### src/hdl/perspective_project_to_viewport_macros.svh
// Assertion macros shared by the projection block.
`ifndef PERSPECTIVE_PROJECT_TO_VIEWPORT_MACROS_SVH
`define PERSPECTIVE_PROJECT_TO_VIEWPORT_MACROS_SVH

// implication checked every clock outside reset
`define PPV_ASSERT_NOW(label, clk, rst, ante, cons, msg) \
   label: assert property (@(posedge clk) disable iff (rst) (ante) |-> (cons)) \
      else $error(msg);

// consequence checked in the cycle after the antecedent, reset included
`define PPV_ASSERT_NEXT(label, clk, ante, cons, msg) \
   label: assert property (@(posedge clk) (ante) |=> (cons)) else $error(msg);

`endif

### src/hdl/ppv_pkg.sv
// Shared constants, register codes and types of the projection block.
`timescale 1ns / 1ps
package ppv_pkg;

   localparam int FRAC_BITS_DEF = 16;
   localparam int CSR_AW        = 3;
   localparam int QUO_BITS      = 41;
   localparam int FIFO_DEPTH    = 4;

   typedef enum logic [CSR_AW-1:0] {
      REG_XROW_LO = 3'd0,
      REG_XROW_HI = 3'd1,
      REG_YROW_LO = 3'd2,
      REG_YROW_HI = 3'd3,
      REG_WROW_LO = 3'd4,
      REG_WROW_HI = 3'd5,
      REG_VP_HORIZ = 3'd6,
      REG_VP_VERT  = 3'd7
   } reg_index_type;

   localparam logic [63:0] XROW_LO_RST = 64'h0000_0000_0001_0000;
   localparam logic [63:0] YROW_LO_RST = 64'h0001_0000_0000_0000;
   localparam logic [63:0] WROW_HI_RST = 64'h0001_0000_0000_0000;

   typedef struct packed {
      logic [63:0] xrow_lo;
      logic [63:0] xrow_hi;
      logic [63:0] yrow_lo;
      logic [63:0] yrow_hi;
      logic [63:0] wrow_lo;
      logic [63:0] wrow_hi;
      logic [63:0] viewport_horiz;
      logic [63:0] viewport_vert;
   } cfg_type;

   typedef struct packed {
      logic full;
      logic empty;
   } fifo_stat_type;

endpackage

### src/hdl/ppv_fifo.sv
// Short queue between the front and back ends.
`timescale 1ns / 1ps
module ppv_fifo #(
   parameter int WIDTH = 8,
   parameter int DEPTH = 4
) (
   input  logic                   clock,
   input  logic                   reset,
   input  logic                   push,
   input  logic [WIDTH-1:0]       wdata,
   input  logic                   pop,
   output logic [WIDTH-1:0]       rdata,
   output ppv_pkg::fifo_stat_type stat
);
   import ppv_pkg::*;

   localparam int PW = (DEPTH > 1) ? $clog2(DEPTH) : 1;
   localparam int NW = $clog2(DEPTH + 1);

   logic [WIDTH-1:0] mem_ff [DEPTH];
   logic [PW-1:0]    wp_ff, rp_ff;
   logic [NW-1:0]    cnt_ff;

   assign stat.full  = (cnt_ff == NW'(DEPTH));
   assign stat.empty = (cnt_ff == '0);
   assign rdata      = mem_ff[rp_ff];

   always_ff @(posedge clock) begin
      if (reset) begin
         wp_ff  <= '0;
         rp_ff  <= '0;
         cnt_ff <= '0;
      end else begin
         if (push) begin
            wp_ff <= (wp_ff == PW'(DEPTH - 1)) ? '0 : wp_ff + 1'b1;
         end
         if (pop) begin
            rp_ff <= (rp_ff == PW'(DEPTH - 1)) ? '0 : rp_ff + 1'b1;
         end
         cnt_ff <= cnt_ff + NW'(push) - NW'(pop);
      end
   end

   always_ff @(posedge clock) begin
      if (push) begin
         mem_ff[wp_ff] <= wdata;
      end
   end

endmodule

### config.mk
export PLATFORM = sky130hd
export DESIGN_NAME = ppv_fifo
export DESIGN_NICKNAME = d
export VERILOG_FILES = /design/src/hdl/perspective_project_to_viewport_macros.svh /design/src/hdl/ppv_pkg.sv /design/src/hdl/ppv_fifo.sv
export SDC_FILE = /design/constraint.sdc
export NUM_CORES = 1
export LEC_CHECK = 0
export BUFFER_PORTS_ARGS = -buffer_cell sky130_fd_sc_hd__buf_4
export CAP_MARGIN = 30
export CORE_MARGIN = 10
export CORE_UTILIZATION = 59
export DETAILED_ROUTE_END_ITERATION = 8
export GPL_ROUTABILITY_DRIVEN = 0
export GPL_TIMING_DRIVEN = 0
export PLACE_DENSITY = 0.82
export SLEW_MARGIN = 20
export SYNTH_ARGS = -nofsm -noshare
export SYNTH_HDL_FRONTEND = slang
export SYNTH_SLANG_ARGS = --single-unit
### constraint.sdc
create_clock -name clock -period 2.3 [get_ports clock]
set_input_delay 0.115 -clock clock [delete_from_list [all_inputs] [get_ports clock]]
set_output_delay 0.115 -clock clock [all_outputs]
set_load 0.02 [all_outputs]
* After elaboration in Yosys (flattened, before gate mapping)
Memory sizes are Yosys's and may differ from the RTL's. A register that Yosys moved wholly into a read port is not among the register bits.
Index checks and enable logic that the tools add are counted.
** Cells by class
- Reduce and logical (&&, ||, !) cells :: 1
- Equality and inequality tests :: 3
- Mux-type cells :: 6
- Add/subtract/negate cells :: 4
** Operators by type and width (number)
- $mux W2 :: 4
- $add A2 B1 Y2 const B :: 2
- $eq A2 B2 Y1 const B :: 2
- $add A3 B1 Y3 :: 1
- $eq A3 B3 Y1 const B :: 1
- $logic_not A3 Y1 :: 1
- $sub A3 B1 Y3 :: 1
- $mux W1 :: 2
** Word-level totals
- Memory bits (writable) :: 32
- Memories :: 1
- Input port bits :: 12
- Register bits after elaboration :: 7
** Memories
- mem_ff :: words 4, width 8, rd ports 1, clocked after memory_dff 1, wr ports 1, RTL line ppv_fifo.sv:20 : logic [WIDTH-1:0] mem_ff [DEPTH];

* Depth between registers and ports, before layout
Gate-level depths: netlist of the first run.
- Word-level depth :: 4
- Gate-level depth with buffers :: 7
- Gate-level depth less buffers :: 7

* Least setup slack after synthesis of the first run
No wires, ideal clock.
- Path kind :: register -> register
- Start point :: register cnt_ff[0]
- End point :: register cnt_ff[2]
- Cell stages (with the launch flop) :: 8
- Setup slack :: 0.798 ns
- Path buffers :: 0
- Setup time :: 0.110 ns
- Data arrival time :: 1.392 ns
- Cells stage by stage :: dfxtp_1 > inv_1 > ha_1 > inv_1 > ha_1 > fa_1 > xor3_1 > nor2_1
** Between the ends
- Longest elaborated chain between the ends :: 2
** Ends and longest elaborated chain
- start, declared :: RTL line ppv_fifo.sv:22 : logic [NW-1:0] cnt_ff;
- start signal, assigned :: RTL line ppv_fifo.sv:40 : cnt_ff <= cnt_ff + NW'(push) - NW'(pop);
- $add A3 B1 Y3 :: RTL line ppv_fifo.sv:40
- $sub A3 B1 Y3 :: RTL line ppv_fifo.sv:40
No other way between the ends.
A chain may end at the register's enable or synchronous reset.

==> results of run 1 <==
==> kinds of logic after synthesis <==
logic type,Yosys count
AND/OR/NAND/NOR,15
AO/OA/AOI/OAI,2
flip-flops,41
multiplexers,10
buffers and inverters,8
XOR/XNOR,1
adder cells (fa/ha/maj),8
==> worst reg2reg max path, cell delays in order, from the launching register on <==
cell     delay (ps)
dfxtp_1         340
inv_1            60
ha_1            270
inv_1            40
ha_1            180
fa_1            360
xor3_1          200
nor2_1           40
==> worst max path at each step <==
stage	from	slack (ps)	end
floorplan	cnt_ff[0]	800	cnt_ff[2]
global placement	cnt_ff[0]	750	cnt_ff[2]
detailed placement	cnt_ff[0]	730	cnt_ff[2]
CTS	flop	610	rdata[2]
global route	flop	540	rdata[2]
finish	flop	640	rdata[2]
==> power groups by stage <==
stage          clock network, mW  registers (mW)  logic, mW
2_1_floorplan                  0           0.877      0.172
3_3_place_gp                   0           0.880      0.257
3_5_place_dp                   0           0.882      0.268
4_1_cts                    0.455           0.866      0.281
5_1_grt                    0.490           0.869      0.300
6_report                   0.442           0.865      0.274
==> timing repair <==
item / CTS / global route
endpoints found under the hold margin: 41 / 0
hold buffers: 9 / 0
setup endpoints to repair: 0 / 0
==> cells in the mapped netlist, drive strengths merged <==
cell type	count	share of area
xor3	1	0.015
a21oi	2	0.0062
mux4	8	0.11
edfxtp	32	0.60
mux2i	2	0.012
ha	7	0.054
and3	1	0.0039
nor2b	2	0.0078
nor2	3	0.0070
nor3	1	0.0031
clkbuf	1	0.0031
inv	6	0.014
buf	1	0.0070
or3b	2	0.011
nand2b	2	0.0078
fa	1	0.012
dfxtp	9	0.11
and2	4	0.016
==> cell type report <==
class / instances / area, sq um
multi-input combinational: 36 / 432
buffer: 2 / 16.3
clock inverter: 2 / 35.0
sequential: 41 / 1140
clock buffer: 6 / 41.3
inverter: 6 / 22.5
timing repair buffer: 30 / 248
fill: 150 / 572
tap: 30 / 37.5
==> per-stage QoR <==
step	power (mW)	setup slack (ps)	hold slack [ps]
after floorplan	1.05	798	184
after global placement	1.14	754	314
after detailed placement	1.15	731	320
after CTS	1.60	606	59.6
after global routing	1.66	538	77.3
final	1.58	642	69.5
==> registers in the layout, summed over array words and instances (netlist names), named ones only <==
register and cells:
cnt_ff 3, mem_ff 32, rp_ff 2, wp_ff 2
==> per-layer routing <==
layer  vias to the layer above  track usage  share of wire
li1                        394            -              -
met1                       409        0.116           0.41
met2                        20        0.180           0.51
met3                         5       0.0544          0.055
met4                         0       0.0452          0.018
met5                         -            0              0
==> out/results.txt, run 1 <==
initial antenna violation count: 0
Resize count post-CTS: 0
Layout Skew: 7.83 ps
largest family of logic cells by synthesized area: multiplexers
DIE AREA: 5220 sq um
Net Sw Frac: 0.229
placed inst area: 1810 sq um
Overall Global Routing Usage: 0.109
Worst Setup End Kind: output pin
Yosys cell types: 18
Worst Path Arrival: 1540 ps
root buf cell: clkbuf_4
largest net degree at the start of global routing: 14
delay-heaviest family, CP: multiplexers
total CTS buffers: 5
Tightest Pin Transition: 438 ps
status: finished clean
clk_lat worst skew: 340 ps
die width: 72.3 um
clock-pin slew on the worst setup and hold paths: 110 ps
first-pass GRT wire length: 4.27 mm
Longest Clk Path Bufs: 2
Slew Limit Fails: 0
Hold Startpoint: push
cell area after layout: 1970 sq um
postcts setup bufs: 0
Synth Warn #: 0
Max-cap violations: 0
most common cell after layout, fill and taps aside: edfxtp_1
TritonRoute pass-1 iters: 4
share of layout cells above drive strength 1: 0.309
Vias: 828
CP Depth: 3
Net Sw Power: 0.363 mW
Final ANT Viol Nets: 0
crit start category: flop
synthesized instance count: 85
critical path buffer and inverter count: 2
# clock sinks: 41
CP max-delay cell: mux4_2
crit path kind: flop to output pin
Max Fanout on Critical Path: 8
internal power: 1.22 mW
fin cells: 153
Die Span Y: 72.3 um
H-tree depth: 2
Endpoint, Worst Hold: wp_ff[1]
initial core utilization: 0.633
Row Count: 18
hpwl dp: 1.81 mm
Post-Synth XOR/XNOR Area: 0.0148
syn_area_per_cell: 19.0 sq um
Area Overhead vs Synth: 22.4%
PortBufs: 21
DRT iter0 DRCs: 46
Max Clk Rate: 603 MHz
post-synthesis compound-gate area fraction: 0.00621
Reg2Reg Depth: 7
clock share of power: 0.279
Routed WL per cell: 16.9 um
critical path required time: 2180 ps
RSZ-0062 raised after global routing: false
mapped cell area: 1610 sq um
Final Core Density: 0.775
Seq/Total Area, Yosys: 0.708
Power Density: 802 nW/um^2
Adder-Cell Fraction of Synth Area: 0.0668
Final #Nets: 142
Post-Syn Nets: 105
CTS tree: built
HP Class: primary input to flop
Core Area: 2540 sq um
Period Utilization, post-route: 0.721
vias in the first global route: 878
via/cell ratio: 5.41
drc violations: 0
FF-to-FF End: cnt_ff[2]
synthesized flop and latch total: 41
dpl cells: 136
final hold viol count: 0
FF-to-FF setup slack: 730 ps
Fin Setup TNS: 0 ps
worst path cell trace: buf_6 > mux4_2 > buf_4
minimum clock period: 1660 ps
Synth Area in Simple Gates: 0.0559
Critical Path Max Stage Delay: 520 ps
wirelength, routed: 2.58 mm
num ports: 22
LEAKAGE: 0.753 nW
post-synthesis mux area share: 0.124
Seq pwr share: 0.547
Max IR drop VDD: 0.673 mV
gr ovfl total: 0
FF-to-FF Start: cnt_ff[0]
combinational power share: 0.174
worst rel slew slack: 0.708
most frequent cells in the layout: edfxtp_1 (32), buf_4 (21), dfxtp_1 (9), dlygate4sd3_1 (9), mux4_2 (8)
hold depth: 3
Final setup viols: 0
ANT cells: 0
No activity file was read; power rests on OpenSTA's default activity.
==> run 2, diff against run 1 <==
--- a/config.mk
+++ b/config.mk
@@ -8,11 +8,11 @@
 export BUFFER_PORTS_ARGS = -buffer_cell sky130_fd_sc_hd__buf_4
 export CAP_MARGIN = 30
 export CORE_MARGIN = 10
-export CORE_UTILIZATION = 59
+export CORE_UTILIZATION = 50
 export DETAILED_ROUTE_END_ITERATION = 8
 export GPL_ROUTABILITY_DRIVEN = 0
 export GPL_TIMING_DRIVEN = 0
-export PLACE_DENSITY = 0.82
+export PLACE_DENSITY = 0.74
 export SLEW_MARGIN = 20
 export SYNTH_ARGS = -nofsm -noshare
 export SYNTH_HDL_FRONTEND = slang
==> constraint.sdc (replaced) <==
create_clock -name clock -period 1.5 [get_ports clock]
set_input_delay 0.075 -clock clock [delete_from_list [all_inputs] [get_ports clock]]
set_output_delay 0.075 -clock clock [all_outputs]
set_load 0.02 [all_outputs]
==> run 2 against run 1 <==
Effect of this change: the flow now finishes with violations (negative setup slack); sequential share of layout area down 2.2 points; combinational power grew 83%; clock power rose by 27%; sequential cell count stayed put; highest routed layer unchanged; cell count grew 9.8%; critical path depth is the same; via count shrank 0.24%; first-iteration DRC count increased by 54%; non-clock buffer count is 1 higher.
==> out/results.txt, run 2 (same netlist as run 1, synthesis figures left out) <==
Longest Clk Path Bufs: 2
Reg with most FFs: mem_ff
Final setup viols: 9
fill cell count: 227
FF-to-FF End: cnt_ff[1]
DIE AREA: 5890 sq um
vias in the first global route: 914
status: complete, but fails checks
Tightest Pin Transition: 438 ps
gr ovfl total: 0
clock-pin slew on the worst setup and hold paths: 110 ps
minimum clock period: 1600 ps
Max Clk Rate: 625 MHz
GR Layer Usage met2: 0.183
Routed WL per cell: 17.1 um
FF-to-FF setup slack: -30 ps
failing checks: negative setup slack
multi-input logic area: 467 sq um
Critical Path Max Stage Delay: 530 ps
CTS tree: built
Vias: 826
Period Utilization, post-route: 1.07
Die Span Y: 76.8 um
wirelength, routed: 2.88 mm
Worst Path Arrival: 1530 ps
via/cell ratio: 4.92
critical path required time: 1420 ps
Final #Nets: 143
Core Area: 3080 sq um
drc violations: 0
worst rel slew slack: 0.708
layer with the highest usage: met2
share of layout cells above drive strength 1: 0.371
total CTS buffers: 5
worst path cell trace: buf_12 > mux4_2 > buf_6
Worst Setup End Kind: output pin
LEAKAGE: 0.765 nW
HP Class: primary input to flop
register area: 1140 sq um
Setup WS post-layout: -101 ps
hold depth: 3
num ports: 22
Largest regs: mem_ff (32), cnt_ff (3)
RSZ-0062 raised after global routing: true
# clock sinks: 41
first-pass GRT wire length: 4.55 mm
Layout Skew: 6.71 ps
H-tree depth: 2
Row Count: 20
Slew Limit Fails: 0
Area Overhead vs Synth: 27.6%
initial antenna violation count: 0
most common cell after layout, fill and taps aside: edfxtp_1
clk_lat worst skew: 340 ps
root buf cell: clkbuf_4
die width: 76.8 um
Max IR drop VDD: 0.688 mV
cell area after layout: 2060 sq um
placed inst area: 1820 sq um
crit start category: flop
max reg flops: 32
ANT cells: 0
met3 Use GR: 0.0315
Overall Global Routing Usage: 0.103
final hold viol count: 0
Max-cap violations: 0
most frequent cells in the layout: edfxtp_1 (32), buf_4 (14), dlygate4sd3_1 (9)
Hold Startpoint: pop
largest net degree at the start of global routing: 13
Max Fanout on Critical Path: 8
PortBufs: 21
Fin Setup TNS: -628 ps
Final ANT Viol Nets: 0
DRT iter0 DRCs: 71
hpwl dp: 2.01 mm
Power Density: 1170 nW/um^2
FF-to-FF Start: cnt_ff[0]
CP max-delay cell: mux4_2
Reg2Reg Depth: 6
TritonRoute pass-1 iters: 4
GRT met1 Usage: 0.102
initial core utilization: 0.524
crit path kind: flop to output pin
## run 2: how the worst max path moves through the flow
stage / start / slack [ps] / cells past startpoint / endpoint
finish: flop / -100 / 3 / rdata[7]
global route: flop / -170 / 3 / rdata[7]
CTS: flop / -130 / 3 / rdata[7]
detailed placement: cnt_ff[0] / -130 / 7 / cnt_ff[2]
global placement: cnt_ff[0] / -40 / 7 / cnt_ff[2]
floorplan: cnt_ff[0] / -2 / 7 / cnt_ff[2]
## run 2: metal layers
| layer | share of wire | routed length (um) |
|---|---|---|
| met1 | 0.40 | 1140 |
| met2 | 0.54 | 1550 |
| met3 | 0.044 | 126 |
| met4 | 0.019 | 55 |
| met5 | 0 | 0 |
## run 2: timing repair
action,in CTS,in global routing
hold buffers,9,0
endpoints found under the hold margin,41,0
gates resized for setup,19,1
buffers inserted,0,1
setup endpoints to repair,10,10
pin swaps,3,2
## run 2: layout make-up
| cell class | count | share of cell area |
|---|---|---|
| tap | 44 | 0.0268 |
| timing repair buffer | 31 | 0.139 |
| clock buffer | 8 | 0.0286 |
| multi-input combinational | 36 | 0.227 |
| sequential | 41 | 0.556 |
| inverter | 6 | 0.0109 |
| buffer | 2 | 0.0122 |
## run 2: power breakdown
part / internal [mW] / total [mW] / switching [mW] / leakage [nW]
Sequential: 1.30 / 1.33 / 0.0382 / 0.369
Clock: 0.231 / 0.561 / 0.330 / 0.0326
Combinational: 0.277 / 0.501 / 0.224 / 0.363
## run 2: critical path, delay by kind of cell, from the launching register on
| kind | cells | cell delay, ps |
|---|---|---|
| buffers and inverters | 2 | 280 |
| DFF | 1 | 360 |
| muxes | 1 | 530 |
## run 2: per-stage QoR
stage	setup slack, ps	power (mW)	utilization	std cells	hold slack, ps
after floorplan	-1.89	1.61	-	85	144
after global placement	-38.6	1.74	0.593	150	274
after detailed placement	-125	1.79	0.593	150	282
after CTS	-125	2.41	0.664	167	56.7
after global routing	-168	2.51	0.668	168	73.4
final	-101	2.40	0.668	168	59.9
